**config.mk**
```make
export PLATFORM = sky130hd
export DESIGN_NAME = console_line_editor_top
export DESIGN_NICKNAME = d
export VERILOG_FILES = /design/src/design/cle_pkg.sv /design/src/design/cle_datapath.sv /design/src/design/cle_ctrl.sv /design/src/design/console_line_editor_top.sv
export SDC_FILE = /design/constraint.sdc
export NUM_CORES = 2
export LEC_CHECK = 0
export BUFFER_PORTS_ARGS = -buffer_cell sky130_fd_sc_hd__buf_4
export CORE_MARGIN = 5
export CORE_UTILIZATION = 57
export CTS_CLUSTER_SIZE = 25
export DETAILED_ROUTE_END_ITERATION = 7
export PLACE_DENSITY_LB_ADDON = 0.2
export RECOVER_POWER = 50
export SETUP_SLACK_MARGIN = 0.4
export SLEW_MARGIN = 20
export SYNTH_ARGS = -nofsm -noshare
export SYNTH_HDL_FRONTEND = slang
export SYNTH_SLANG_ARGS = --single-unit
```
**constraint.sdc**
```tcl
create_clock -name clk -period 8.6 [get_ports clk]
set_input_delay 2.58 -clock clk [delete_from_list [all_inputs] [get_ports clk]]
set_output_delay 2.58 -clock clk [all_outputs]
set_load 0.01 [all_outputs]
```
**src/design/cle_pkg.sv**
```systemverilog
// Shared types and constants for the console line editor.
package cle_pkg;

  // Key kinds carried in the low bits of in_tuser
  localparam logic [3:0] KIND_CHAR  = 4'd0;
  localparam logic [3:0] KIND_ESC   = 4'd1;
  localparam logic [3:0] KIND_HOME  = 4'd2;
  localparam logic [3:0] KIND_END   = 4'd3;
  localparam logic [3:0] KIND_LEFT  = 4'd4;
  localparam logic [3:0] KIND_RIGHT = 4'd5;
  localparam logic [3:0] KIND_INS   = 4'd6;
  localparam logic [3:0] KIND_DEL   = 4'd7;
  localparam logic [3:0] KIND_F6    = 4'd8;

  // Configuration register indexes
  localparam logic [1:0] REG_LINE_MAX  = 2'd0;
  localparam logic [1:0] REG_WAKE_MASK = 2'd1;
  localparam logic [1:0] REG_PROC_IN   = 2'd2;

  // Character codes
  localparam logic [15:0] CH_BS    = 16'h0008;
  localparam logic [15:0] CH_LF    = 16'h000A;
  localparam logic [15:0] CH_CR    = 16'h000D;
  localparam logic [15:0] CH_CTRLZ = 16'h001A;
  localparam logic [15:0] CH_SPACE = 16'h0020;

  // Work plan chosen when a key beat is taken
  localparam logic [2:0] PLAN_NONE = 3'd0;
  localparam logic [2:0] PLAN_SHUP = 3'd1;
  localparam logic [2:0] PLAN_WR   = 3'd2;
  localparam logic [2:0] PLAN_SHDN = 3'd3;
  localparam logic [2:0] PLAN_WORD = 3'd4;
  localparam logic [2:0] PLAN_DONE = 3'd5;

  // Datapath operations issued by the controller
  localparam logic [3:0] OP_IDLE    = 4'd0;
  localparam logic [3:0] OP_ACCEPT  = 4'd1;
  localparam logic [3:0] OP_SU_RD   = 4'd2;
  localparam logic [3:0] OP_SU_WR   = 4'd3;
  localparam logic [3:0] OP_PUT     = 4'd4;
  localparam logic [3:0] OP_SD_RD   = 4'd5;
  localparam logic [3:0] OP_SD_WR   = 4'd6;
  localparam logic [3:0] OP_WJ_RD   = 4'd7;
  localparam logic [3:0] OP_WJ_CK   = 4'd8;
  localparam logic [3:0] OP_WJ_FIN  = 4'd9;
  localparam logic [3:0] OP_W1      = 4'd10;
  localparam logic [3:0] OP_W2      = 4'd11;
  localparam logic [3:0] OP_EM_RD   = 4'd12;
  localparam logic [3:0] OP_EM_LOAD = 4'd13;

  typedef struct packed {
    logic [3:0] op;
  } cmd_t;

  typedef struct packed {
    logic [2:0] plan;
    logic       su_end;
    logic       sd_end;
    logic       wj_bound;
    logic       wj_go;
    logic       wj_phase;
    logic       w2_en;
    logic       em_last;
    logic       out_free;
  } stat_t;

endpackage

```
**src/design/cle_datapath.sv**
```systemverilog
// Line store, cursor, configuration, key decode and output register.
module cle_datapath #(
  parameter int MAX_LINE = 64
) (
  input  logic              clk,
  input  logic              rst_n,
  input  logic              cfg_we,
  input  logic [1:0]        cfg_addr,
  input  logic [31:0]       cfg_wdata,
  input  logic [4:0]        in_tuser,
  input  logic [15:0]       in_tdata,
  input  logic              out_tready,
  output logic              out_tvalid,
  output logic [15:0]       out_tdata,
  output logic              out_tlast,
  input  cle_pkg::cmd_t     cmd,
  output cle_pkg::stat_t    stat
);
  import cle_pkg::*;

  localparam int LW = $clog2(MAX_LINE + 1);
  localparam int AW = $clog2(MAX_LINE);
  localparam int EW = (LW > 7) ? LW : 7;
  localparam int SW = EW + 1;

  logic [15:0]   mem [MAX_LINE];
  logic [15:0]   rd_r;
  logic [AW-1:0] ra;
  logic          re;
  logic          we;
  logic [AW-1:0] wa;
  logic [15:0]   wd;

  logic [LW-1:0] cur_r, len_r, pos_r, idx_r, del_r, w2a_r;
  logic          insm_r, dir_r, phase_r, w2en_r;
  logic [15:0]   ch_r, w2d_r;
  logic [2:0]    plan_r;
  logic [6:0]    line_max_r;
  logic [31:0]   mask_r;
  logic          proc_r;
  logic          out_valid_r, out_last_r;
  logic [15:0]   out_char_r;

  // decode of the incoming key
  logic [3:0]    kind;
  logic          ctrl;
  logic [15:0]   chx;
  logic [SW-1:0] eff, nl;
  logic          e_go, e_ins, e_ok;
  logic [LW-1:0] e_pos, e_del;
  logic [LW-1:0] d_cur, d_len, d_pos, d_idx, d_w2a;
  logic          d_insm, d_dir, d_w2en;
  logic [15:0]   d_ch, d_w2d;
  logic [2:0]    d_plan;
  logic [LW:0]   em_next;

  assign kind = in_tuser[3:0];
  assign ctrl = in_tuser[4];
  assign chx  = (kind == KIND_F6) ? CH_CTRLZ : in_tdata;
  assign eff  = (SW'(line_max_r) > SW'(MAX_LINE)) ? SW'(MAX_LINE) : SW'(line_max_r);

  always_comb begin
    e_go   = 1'b0;
    e_pos  = cur_r;
    e_del  = '0;
    e_ins  = 1'b0;
    d_cur  = cur_r;
    d_len  = len_r;
    d_insm = insm_r;
    d_plan = PLAN_NONE;
    d_pos  = cur_r;
    d_idx  = '0;
    d_dir  = 1'b0;
    d_ch   = chx;
    d_w2en = 1'b0;
    d_w2a  = cur_r;
    d_w2d  = chx;
    case (kind)
      KIND_ESC: begin
        d_cur = '0;
        e_go  = 1'b1;
        e_pos = '0;
        e_del = len_r;
      end
      KIND_HOME: begin
        d_cur = '0;
        if (ctrl) begin
          e_go  = 1'b1;
          e_pos = '0;
          e_del = cur_r;
        end
      end
      KIND_END: begin
        if (ctrl) begin
          e_go  = 1'b1;
          e_del = len_r - cur_r;
        end else begin
          d_cur = len_r;
        end
      end
      KIND_LEFT: begin
        if (ctrl) begin
          d_plan = PLAN_WORD;
        end else if (cur_r != '0) begin
          d_cur = cur_r - LW'(1);
        end
      end
      KIND_RIGHT: begin
        if (ctrl) begin
          d_plan = PLAN_WORD;
          d_dir  = 1'b1;
        end else if (cur_r != len_r) begin
          d_cur = cur_r + LW'(1);
        end
      end
      KIND_INS: d_insm = ~insm_r;
      KIND_DEL: begin
        if (cur_r != len_r) begin
          e_go  = 1'b1;
          e_del = LW'(1);
        end
      end
      KIND_CHAR, KIND_F6: begin
        if (chx == CH_BS && proc_r) begin
          if (cur_r != '0) begin
            d_cur = cur_r - LW'(1);
            e_go  = 1'b1;
            e_pos = cur_r - LW'(1);
            e_del = LW'(1);
          end
        end else if (chx == CH_CR) begin
          d_cur  = len_r;
          d_plan = PLAN_DONE;
          d_pos  = len_r;
          d_ch   = CH_CR;
          d_len  = len_r + LW'(1);
          if (proc_r && (SW'(len_r) + SW'(1)) < eff) begin
            d_w2en = 1'b1;
            d_w2a  = len_r + LW'(1);
            d_w2d  = CH_LF;
            d_len  = len_r + LW'(2);
          end
        end else if (chx == '0) begin
          d_plan = PLAN_NONE;
        end else if (chx < CH_SPACE && mask_r[chx[4:0]]) begin
          // space at the end, then the wakeup character at the cursor
          d_plan = PLAN_DONE;
          d_pos  = len_r;
          d_ch   = CH_SPACE;
          d_len  = len_r + LW'(1);
          d_w2en = 1'b1;
          d_w2a  = cur_r;
          d_w2d  = chx;
        end else begin
          e_go  = 1'b1;
          e_ins = 1'b1;
          e_del = LW'(!insm_r && cur_r != len_r);
        end
      end
      default: d_plan = PLAN_NONE;
    endcase

    // room check for an edit: CR LF must still fit
    nl   = SW'(len_r) - SW'(e_del) + SW'(e_ins);
    e_ok = (nl + SW'(2)) <= eff;
    if (e_go && e_ok) begin
      d_len = nl[LW-1:0];
      d_cur = e_pos + LW'(e_ins);
      d_pos = e_pos;
      if (!e_ins) begin
        d_plan = PLAN_SHDN;
        d_idx  = e_pos;
      end else if (e_del != '0) begin
        d_plan = PLAN_WR;
      end else begin
        d_plan = PLAN_SHUP;
        d_idx  = len_r;
      end
    end
  end

  // memory ports per operation
  always_comb begin
    ra = '0;
    re = 1'b0;
    we = 1'b0;
    wa = pos_r[AW-1:0];
    wd = ch_r;
    case (cmd.op)
      OP_SU_RD: begin
        re = 1'b1;
        ra = AW'(idx_r - LW'(1));
      end
      OP_SU_WR: begin
        we = 1'b1;
        wa = idx_r[AW-1:0];
        wd = rd_r;
      end
      OP_PUT, OP_W1: we = 1'b1;
      OP_SD_RD: begin
        re = 1'b1;
        ra = AW'(idx_r + del_r);
      end
      OP_SD_WR: begin
        we = 1'b1;
        wa = idx_r[AW-1:0];
        wd = rd_r;
      end
      OP_WJ_RD: begin
        re = 1'b1;
        ra = dir_r ? pos_r[AW-1:0] : AW'(pos_r - LW'(1));
      end
      OP_W2: begin
        we = 1'b1;
        wa = w2a_r[AW-1:0];
        wd = w2d_r;
      end
      OP_EM_RD: begin
        re = 1'b1;
        ra = idx_r[AW-1:0];
      end
      default: ra = '0;
    endcase
  end

  // line store with registered read, held between reads
  always_ff @(posedge clk) begin
    if (we) begin
      mem[wa] <= wd;
    end
    if (re) begin
      rd_r <= mem[ra];
    end
  end

  assign em_next = {1'b0, idx_r} + (LW+1)'(1);

  // control registers
  always_ff @(posedge clk) begin
    if (!rst_n) begin
      cur_r       <= '0;
      len_r       <= '0;
      insm_r      <= 1'b1;
      line_max_r  <= 7'd64;
      mask_r      <= '0;
      proc_r      <= 1'b1;
      out_valid_r <= 1'b0;
      plan_r      <= PLAN_NONE;
    end else begin
      if (cfg_we) begin
        case (cfg_addr)
          REG_LINE_MAX:  line_max_r <= cfg_wdata[6:0];
          REG_WAKE_MASK: mask_r     <= cfg_wdata;
          REG_PROC_IN:   proc_r     <= cfg_wdata[0];
          default:       ;
        endcase
      end
      // load a new output beat, or drop the one taken
      if (cmd.op == OP_EM_LOAD) begin
        out_valid_r <= 1'b1;
      end else if (out_tready) begin
        out_valid_r <= 1'b0;
      end
      case (cmd.op)
        OP_ACCEPT: begin
          cur_r  <= d_cur;
          len_r  <= d_len;
          insm_r <= d_insm;
          plan_r <= d_plan;
        end
        OP_WJ_FIN: cur_r <= pos_r;
        OP_EM_LOAD: begin
          if (em_next == (LW+1)'(len_r)) begin
            len_r <= '0;
            cur_r <= '0;
          end
        end
        default: ;
      endcase
    end
  end

  // work registers
  always_ff @(posedge clk) begin
    case (cmd.op)
      OP_ACCEPT: begin
        pos_r   <= d_pos;
        idx_r   <= d_idx;
        del_r   <= e_del;
        dir_r   <= d_dir;
        phase_r <= 1'b0;
        ch_r    <= d_ch;
        w2en_r  <= d_w2en;
        w2a_r   <= d_w2a;
        w2d_r   <= d_w2d;
      end
      OP_SU_WR: idx_r <= idx_r - LW'(1);
      OP_SD_WR: idx_r <= idx_r + LW'(1);
      OP_WJ_CK: begin
        if (stat.wj_go) begin
          pos_r <= dir_r ? pos_r + LW'(1) : pos_r - LW'(1);
        end else begin
          phase_r <= 1'b1;
        end
      end
      OP_EM_LOAD: begin
        out_char_r <= rd_r;
        out_last_r <= (em_next == (LW+1)'(len_r));
        idx_r      <= idx_r + LW'(1);
      end
      default: ;
    endcase
  end

  // status back to the controller
  always_comb begin
    stat.plan     = plan_r;
    stat.su_end   = (idx_r == pos_r);
    stat.sd_end   = (idx_r == len_r);
    stat.wj_bound = dir_r ? (pos_r == len_r) : (pos_r == '0);
    stat.wj_go    = (rd_r == CH_SPACE) ^ dir_r ^ phase_r;
    stat.wj_phase = phase_r;
    stat.w2_en    = w2en_r;
    stat.em_last  = (em_next == (LW+1)'(len_r));
    stat.out_free = !out_valid_r || out_tready;
  end

  assign out_tvalid = out_valid_r;
  assign out_tdata  = out_char_r;
  assign out_tlast  = out_last_r;

endmodule

```
**src/design/cle_ctrl.sv**
```systemverilog
// Controller state machine sequencing shifts, word jumps and line output.
module cle_ctrl (
  input  logic           clk,
  input  logic           rst_n,
  input  logic           in_tvalid,
  output logic           in_tready,
  input  cle_pkg::stat_t stat,
  output cle_pkg::cmd_t  cmd
);
  import cle_pkg::*;

  localparam logic [3:0] S_IDLE   = 4'd0;
  localparam logic [3:0] S_DISP   = 4'd1;
  localparam logic [3:0] S_SU_RD  = 4'd2;
  localparam logic [3:0] S_SU_WR  = 4'd3;
  localparam logic [3:0] S_PUT    = 4'd4;
  localparam logic [3:0] S_SD_RD  = 4'd5;
  localparam logic [3:0] S_SD_WR  = 4'd6;
  localparam logic [3:0] S_WJ_RD  = 4'd7;
  localparam logic [3:0] S_WJ_CK  = 4'd8;
  localparam logic [3:0] S_W1     = 4'd9;
  localparam logic [3:0] S_W2     = 4'd10;
  localparam logic [3:0] S_EM_RD  = 4'd11;
  localparam logic [3:0] S_EM_OUT = 4'd12;

  logic [3:0] state_r, state_nxt;

  assign in_tready = (state_r == S_IDLE);

  always_comb begin
    state_nxt = state_r;
    cmd.op    = OP_IDLE;
    case (state_r)
      S_IDLE: begin
        if (in_tvalid) begin
          cmd.op    = OP_ACCEPT;
          state_nxt = S_DISP;
        end
      end
      S_DISP: begin
        case (stat.plan)
          PLAN_SHUP: state_nxt = S_SU_RD;
          PLAN_WR:   state_nxt = S_PUT;
          PLAN_SHDN: state_nxt = S_SD_RD;
          PLAN_WORD: state_nxt = S_WJ_RD;
          PLAN_DONE: state_nxt = S_W1;
          default:   state_nxt = S_IDLE;
        endcase
      end
      // open a gap at the cursor, tail first
      S_SU_RD: begin
        if (stat.su_end) begin
          state_nxt = S_PUT;
        end else begin
          cmd.op    = OP_SU_RD;
          state_nxt = S_SU_WR;
        end
      end
      S_SU_WR: begin
        cmd.op    = OP_SU_WR;
        state_nxt = S_SU_RD;
      end
      S_PUT: begin
        cmd.op    = OP_PUT;
        state_nxt = S_IDLE;
      end
      // close the hole, head first
      S_SD_RD: begin
        if (stat.sd_end) begin
          state_nxt = S_IDLE;
        end else begin
          cmd.op    = OP_SD_RD;
          state_nxt = S_SD_WR;
        end
      end
      S_SD_WR: begin
        cmd.op    = OP_SD_WR;
        state_nxt = S_SD_RD;
      end
      // word jump: skip one class of characters, then the other
      S_WJ_RD: begin
        if (stat.wj_bound) begin
          cmd.op    = OP_WJ_FIN;
          state_nxt = S_IDLE;
        end else begin
          cmd.op    = OP_WJ_RD;
          state_nxt = S_WJ_CK;
        end
      end
      S_WJ_CK: begin
        if (!stat.wj_go && stat.wj_phase) begin
          cmd.op    = OP_WJ_FIN;
          state_nxt = S_IDLE;
        end else begin
          cmd.op    = OP_WJ_CK;
          state_nxt = S_WJ_RD;
        end
      end
      S_W1: begin
        cmd.op    = OP_W1;
        state_nxt = stat.w2_en ? S_W2 : S_EM_RD;
      end
      S_W2: begin
        cmd.op    = OP_W2;
        state_nxt = S_EM_RD;
      end
      // stream the finished line
      S_EM_RD: begin
        cmd.op    = OP_EM_RD;
        state_nxt = S_EM_OUT;
      end
      S_EM_OUT: begin
        if (stat.out_free) begin
          cmd.op    = OP_EM_LOAD;
          state_nxt = stat.em_last ? S_IDLE : S_EM_RD;
        end
      end
      default: state_nxt = S_IDLE;
    endcase
  end

  always_ff @(posedge clk) begin
    if (!rst_n) begin
      state_r <= S_IDLE;
    end else begin
      state_r <= state_nxt;
    end
  end

endmodule

```
**src/design/console_line_editor_top.sv**
```systemverilog
// Top level of the console line editor: controller plus datapath.
//
//  channel  dir  handshake              payload
//  in_      in   in_tvalid/in_tready    tuser: key_kind, ctrl_held; tdata: char_code
//  out_     out  out_tvalid/out_tready  tdata: out_char; tlast: out_last
//  cfg_     in   cfg_we                 cfg_addr index, cfg_wdata value
//
// A key beat is accepted, then dispatched; no new key is taken until its work
// ends. An edit shifts each character by a read and a write, then finishes
// (an insert also places the key); a word jump checks each character passed,
// switches class and stops. Enter or a wakeup key writes and streams the line.
// Synchronous active-low reset; the line store itself is not cleared.
// A stalled out_tready holds the output beat and the line stream behind it.
module console_line_editor_top #(
  parameter int MAX_LINE = 64
) (
  input  logic        clk,
  input  logic        rst_n,
  input  logic        cfg_we,
  input  logic [1:0]  cfg_addr,
  input  logic [31:0] cfg_wdata,
  input  logic        in_tvalid,
  output logic        in_tready,
  input  logic [4:0]  in_tuser,   // [3:0] key_kind, [4] ctrl_held
  input  logic [15:0] in_tdata,   // [15:0] char_code
  output logic        out_tvalid,
  input  logic        out_tready,
  output logic [15:0] out_tdata,  // [15:0] out_char
  output logic        out_tlast
);
  import cle_pkg::*;

  cmd_t  cmd;
  stat_t stat;

  cle_ctrl u_ctrl (
    .clk       (clk),
    .rst_n     (rst_n),
    .in_tvalid (in_tvalid),
    .in_tready (in_tready),
    .stat      (stat),
    .cmd       (cmd)
  );

  cle_datapath #(
    .MAX_LINE (MAX_LINE)
  ) u_dp (
    .clk        (clk),
    .rst_n      (rst_n),
    .cfg_we     (cfg_we),
    .cfg_addr   (cfg_addr),
    .cfg_wdata  (cfg_wdata),
    .in_tuser   (in_tuser),
    .in_tdata   (in_tdata),
    .out_tready (out_tready),
    .out_tvalid (out_tvalid),
    .out_tdata  (out_tdata),
    .out_tlast  (out_tlast),
    .cmd        (cmd),
    .stat       (stat)
  );

endmodule
```
==> results.json <==
{
  "yosys_warnings": 0,
  "cp-start-kind": "input pin",
  "power_mw": 12.2,
  "timing.final.setup_violations": 0,
  "number_of_flops_mapped_to_enable_cells_by_yosys": 1118,
  "synth_seq_cells": 1181,
  "critical-path-slowest-cell": "sky130_fd_sc_hd__nor4b_1",
  "leakagePower_nw": 19.3,
  "grt_setup_unrepaired": "false",
  "num_rows": 110,
  "timing.setup.tns_ns": 0,
  "tritoncts": "built",
  "grt_pass1_vias": 33000,
  "area_occupied_by_multi_input_gates_um2": 15200,
  "placed_cells": 5357,
  "final_hold_viol_count": 0,
  "antenna_violating_nets_post_route": 0,
  "r2r_start": "u_ctrl.state_r[1]",
  "floorplan.io_pins": 79,
  "clock_latency_ns": 0.71,
  "worst_ep_required_time_ns": 9.24,
  "die_y_um": 310,
  "totalWireLength_um": 143000,
  "routedWlPerCell_um": 25.7,
  "timing_worst_setup_path_type": "in2reg",
  "placeableCoreArea_um2": 89600,
  "worst-r2r-setup-slack_ns": 2.13,
  "final-seq-area_um2": 34800,
  "grt_max_degree": 136,
  "worst-path-max-fanout": 14,
  "post_cts_buffers": 0,
  "postSynthNetCount": 4324,
  "vias_per_cell": 6.29,
  "final_layout_size_suffix_gt1_frac": 0.106,
  "synth_top_flop_cell": "sky130_fd_sc_hd__edfxtp_1",
  "dr_total_vias": 35000,
  "outcome": "finished, violations left",
  "timing.critical_path.slowest_cell_delay_ns": 0.45,
  "worstMarginPinSlew_ns": 3.63,
  "fp.dieArea_um2": 96100,
  "place.detailed.hpwl_um": 86300,
  "final_common_cell": "sky130_fd_sc_hd__edfxtp_1",
  "holdPathStages": 2,
  "syn_to_final_growth_pct": 11.5,
  "cts_num_sinks": 1181,
  "fin_worst_hold_slack_ns": 0.459,
  "critical_path.reg2reg.endpoint": "u_dp.mem[49][0]",
  "routabilityCongestion": 0.923,
  "clock_path_buffers": 3,
  "r2r_cells": 7,
  "finalClockSkew_ns": 0.0343,
  "ys_seq_area_frac": 0.679,
  "die_w_um": 310,
  "cap_viol_max_count": 18,
  "hp-start": "u_dp.mask_r[16]",
  "fillers": 6752,
  "max_clock_freq_mhz": 127,
  "whs_endpoint": "u_dp.mask_r[16]",
  "timing.critical_path.to_type": "register",
  "timing.final.max_slew_violations": 1122,
  "cts_max_level": 3,
  "instances_no_fill": 5575,
  "power_per_cell_area_nw_per_um2": 214,
  "grt.total_usage": 0.293,
  "drt_pass1_iterations": 8,
  "final_period_minus_worst_setup_slack_ns": 7.85,
  "fin_crit_sh": 0.913,
  "mappedNetlistArea_um2": 51300,
  "initial_core_util": 0.572,
  "peakVddDrop_mv": 0.189,
  "violations": "DRC, capacitance limit, slew limit",
  "grt_overflow": 0,
  "hold_path.class": "reg2reg",
  "yosysUniqueCellTypes": 92,
  "antenna_found_initial": 14,
  "worstPathArrival_ns": 8.49,
  "post-route-drc-count": 1,
  "syn_area_per_cell_um2": 12.2,
  "grt_first_pass_wirelength_um": 211000,
  "cts_made_buffers": 116,
  "syn_inst": 4207,
  "port_buffers": 78,
  "clock_pin_slew_of_the_registers_on_the_worst_case_setup_and_hold_paths_ns": 0.06,
  "cts_root_buffer": "sky130_fd_sc_hd__clkbuf_16",
  "initialDrtViolationCount": 4369,
  "layout_common_cells": "sky130_fd_sc_hd__edfxtp_1, sky130_fd_sc_hd__nand2_1, sky130_fd_sc_hd__nand3_1",
  "postSynth.asyncResetShare": 0,
  "max_slew_margin": -1.42,
  "final_nets": 4416
}
==> power breakdown <==
part,internal [mW],leakage [nW],switching (mW)
Combinational,0.252,6.96,0.565
Clock,2.78,1.78,2.14
Sequential,6.43,10.6,0.0787
==> final cells by class <==
type	instances	area share
clock inverter	70	0.0105
tap	1176	0.0257
multi-input combinational	2703	0.266
sequential	1181	0.609
antenna	4	0.000175
timing repair buffer	246	0.0315
inverter	51	0.00344
clock buffer	144	0.0535
==> logic make-up after synthesis <==
kind of cell,count (synthesis),synth area share
simple gates,1857,0.161
buf+inv,323,0.0276
flops,1181,0.679
mux,147,0.0299
fa+ha+maj,57,0.0143
xor+xnor,81,0.0141
compound gates,561,0.0735
==> registers in the layout (all words and copies together), names as in the netlist, 6 cells and up <==
| register | flops |
|---|---|
| u_dp.mem | 1024 |
| u_dp.len_r | 7 |
| u_dp.out_tdata | 16 |
| u_dp.w2a_r | 6 |
| u_dp.rd_r | 16 |
| u_dp.cur_r | 7 |
| u_dp.pos_r | 7 |
| u_dp.line_max_r | 7 |
| u_dp.del_r | 6 |
| u_dp.ch_r | 16 |
| u_dp.idx_r | 7 |
| u_dp.w2d_r | 16 |
| u_dp.mask_r | 32 |
==> Yosys cell counts (all sizes together) (54+ instances only) <==
cell	n	area, µm²
dfxtp	63	1260
nand3	423	2120
mux2i	133	1330
a21oi	176	885
ha	54	676
clkbuf	136	510
buf	136	711
a31oi	54	338
nor4	58	363
edfxtp	1118	33600
nor2	150	566
o21ai	69	345
nand2	1008	3790
==> through the flow <==
stage / cell area, µm² / util / setup slack, ns
CTS: 57200 / 0.639 / 0.780
floorplan: 51300 / - / 0.402
detailed placement: 53600 / 0.598 / 0.0838
global placement: 53600 / 0.598 / 0.0787
finish: 57200 / 0.638 / 0.749
global route: 57200 / 0.638 / 0.230
==> timing repair <==
item	CTS	global route
hold endpoints to repair	0	0
hold buffers	0	0
endpoints found under the setup margin	0	2
gates resized for setup	0	1
==> layer usage <==
layer	track usage	share of wire	vias up
met5	0	0.00033	-
li1	-	-	15700
met1	0.406	0.39	17200
met3	0.0655	0.10	290
met2	0.467	0.47	1836
met4	0.100	0.039	6
==> worst max-delay path by stage <==
stage	startpoint	endpoint	slack, ns	cells past startpoint
2_1_floorplan	in_tuser[0]	u_dp.cur_r[2]	0.40	34
3_3_place_gp	in_tuser[2]	u_dp.cur_r[2]	0.08	30
3_5_place_dp	in_tuser[2]	u_dp.cur_r[2]	0.08	30
4_1_cts	in_tuser[2]	u_dp.cur_r[2]	0.78	30
5_1_grt	in_tuser[3]	u_dp.len_r[3]	0.23	30
6_report	in_tuser[3]	u_dp.len_r[3]	0.75	30
==> critical path: cells and delay by family <==
kind,cells,cell delay [ns]
adder cells (fa/ha/maj),4,1.12
AND/OR/NAND/NOR,8,1.49
AO/OA/AOI/OAI,11,2.44
XOR/XNOR,1,0.09
buffers and inverters,6,0.76
Power figures use the tool's default switching activity.
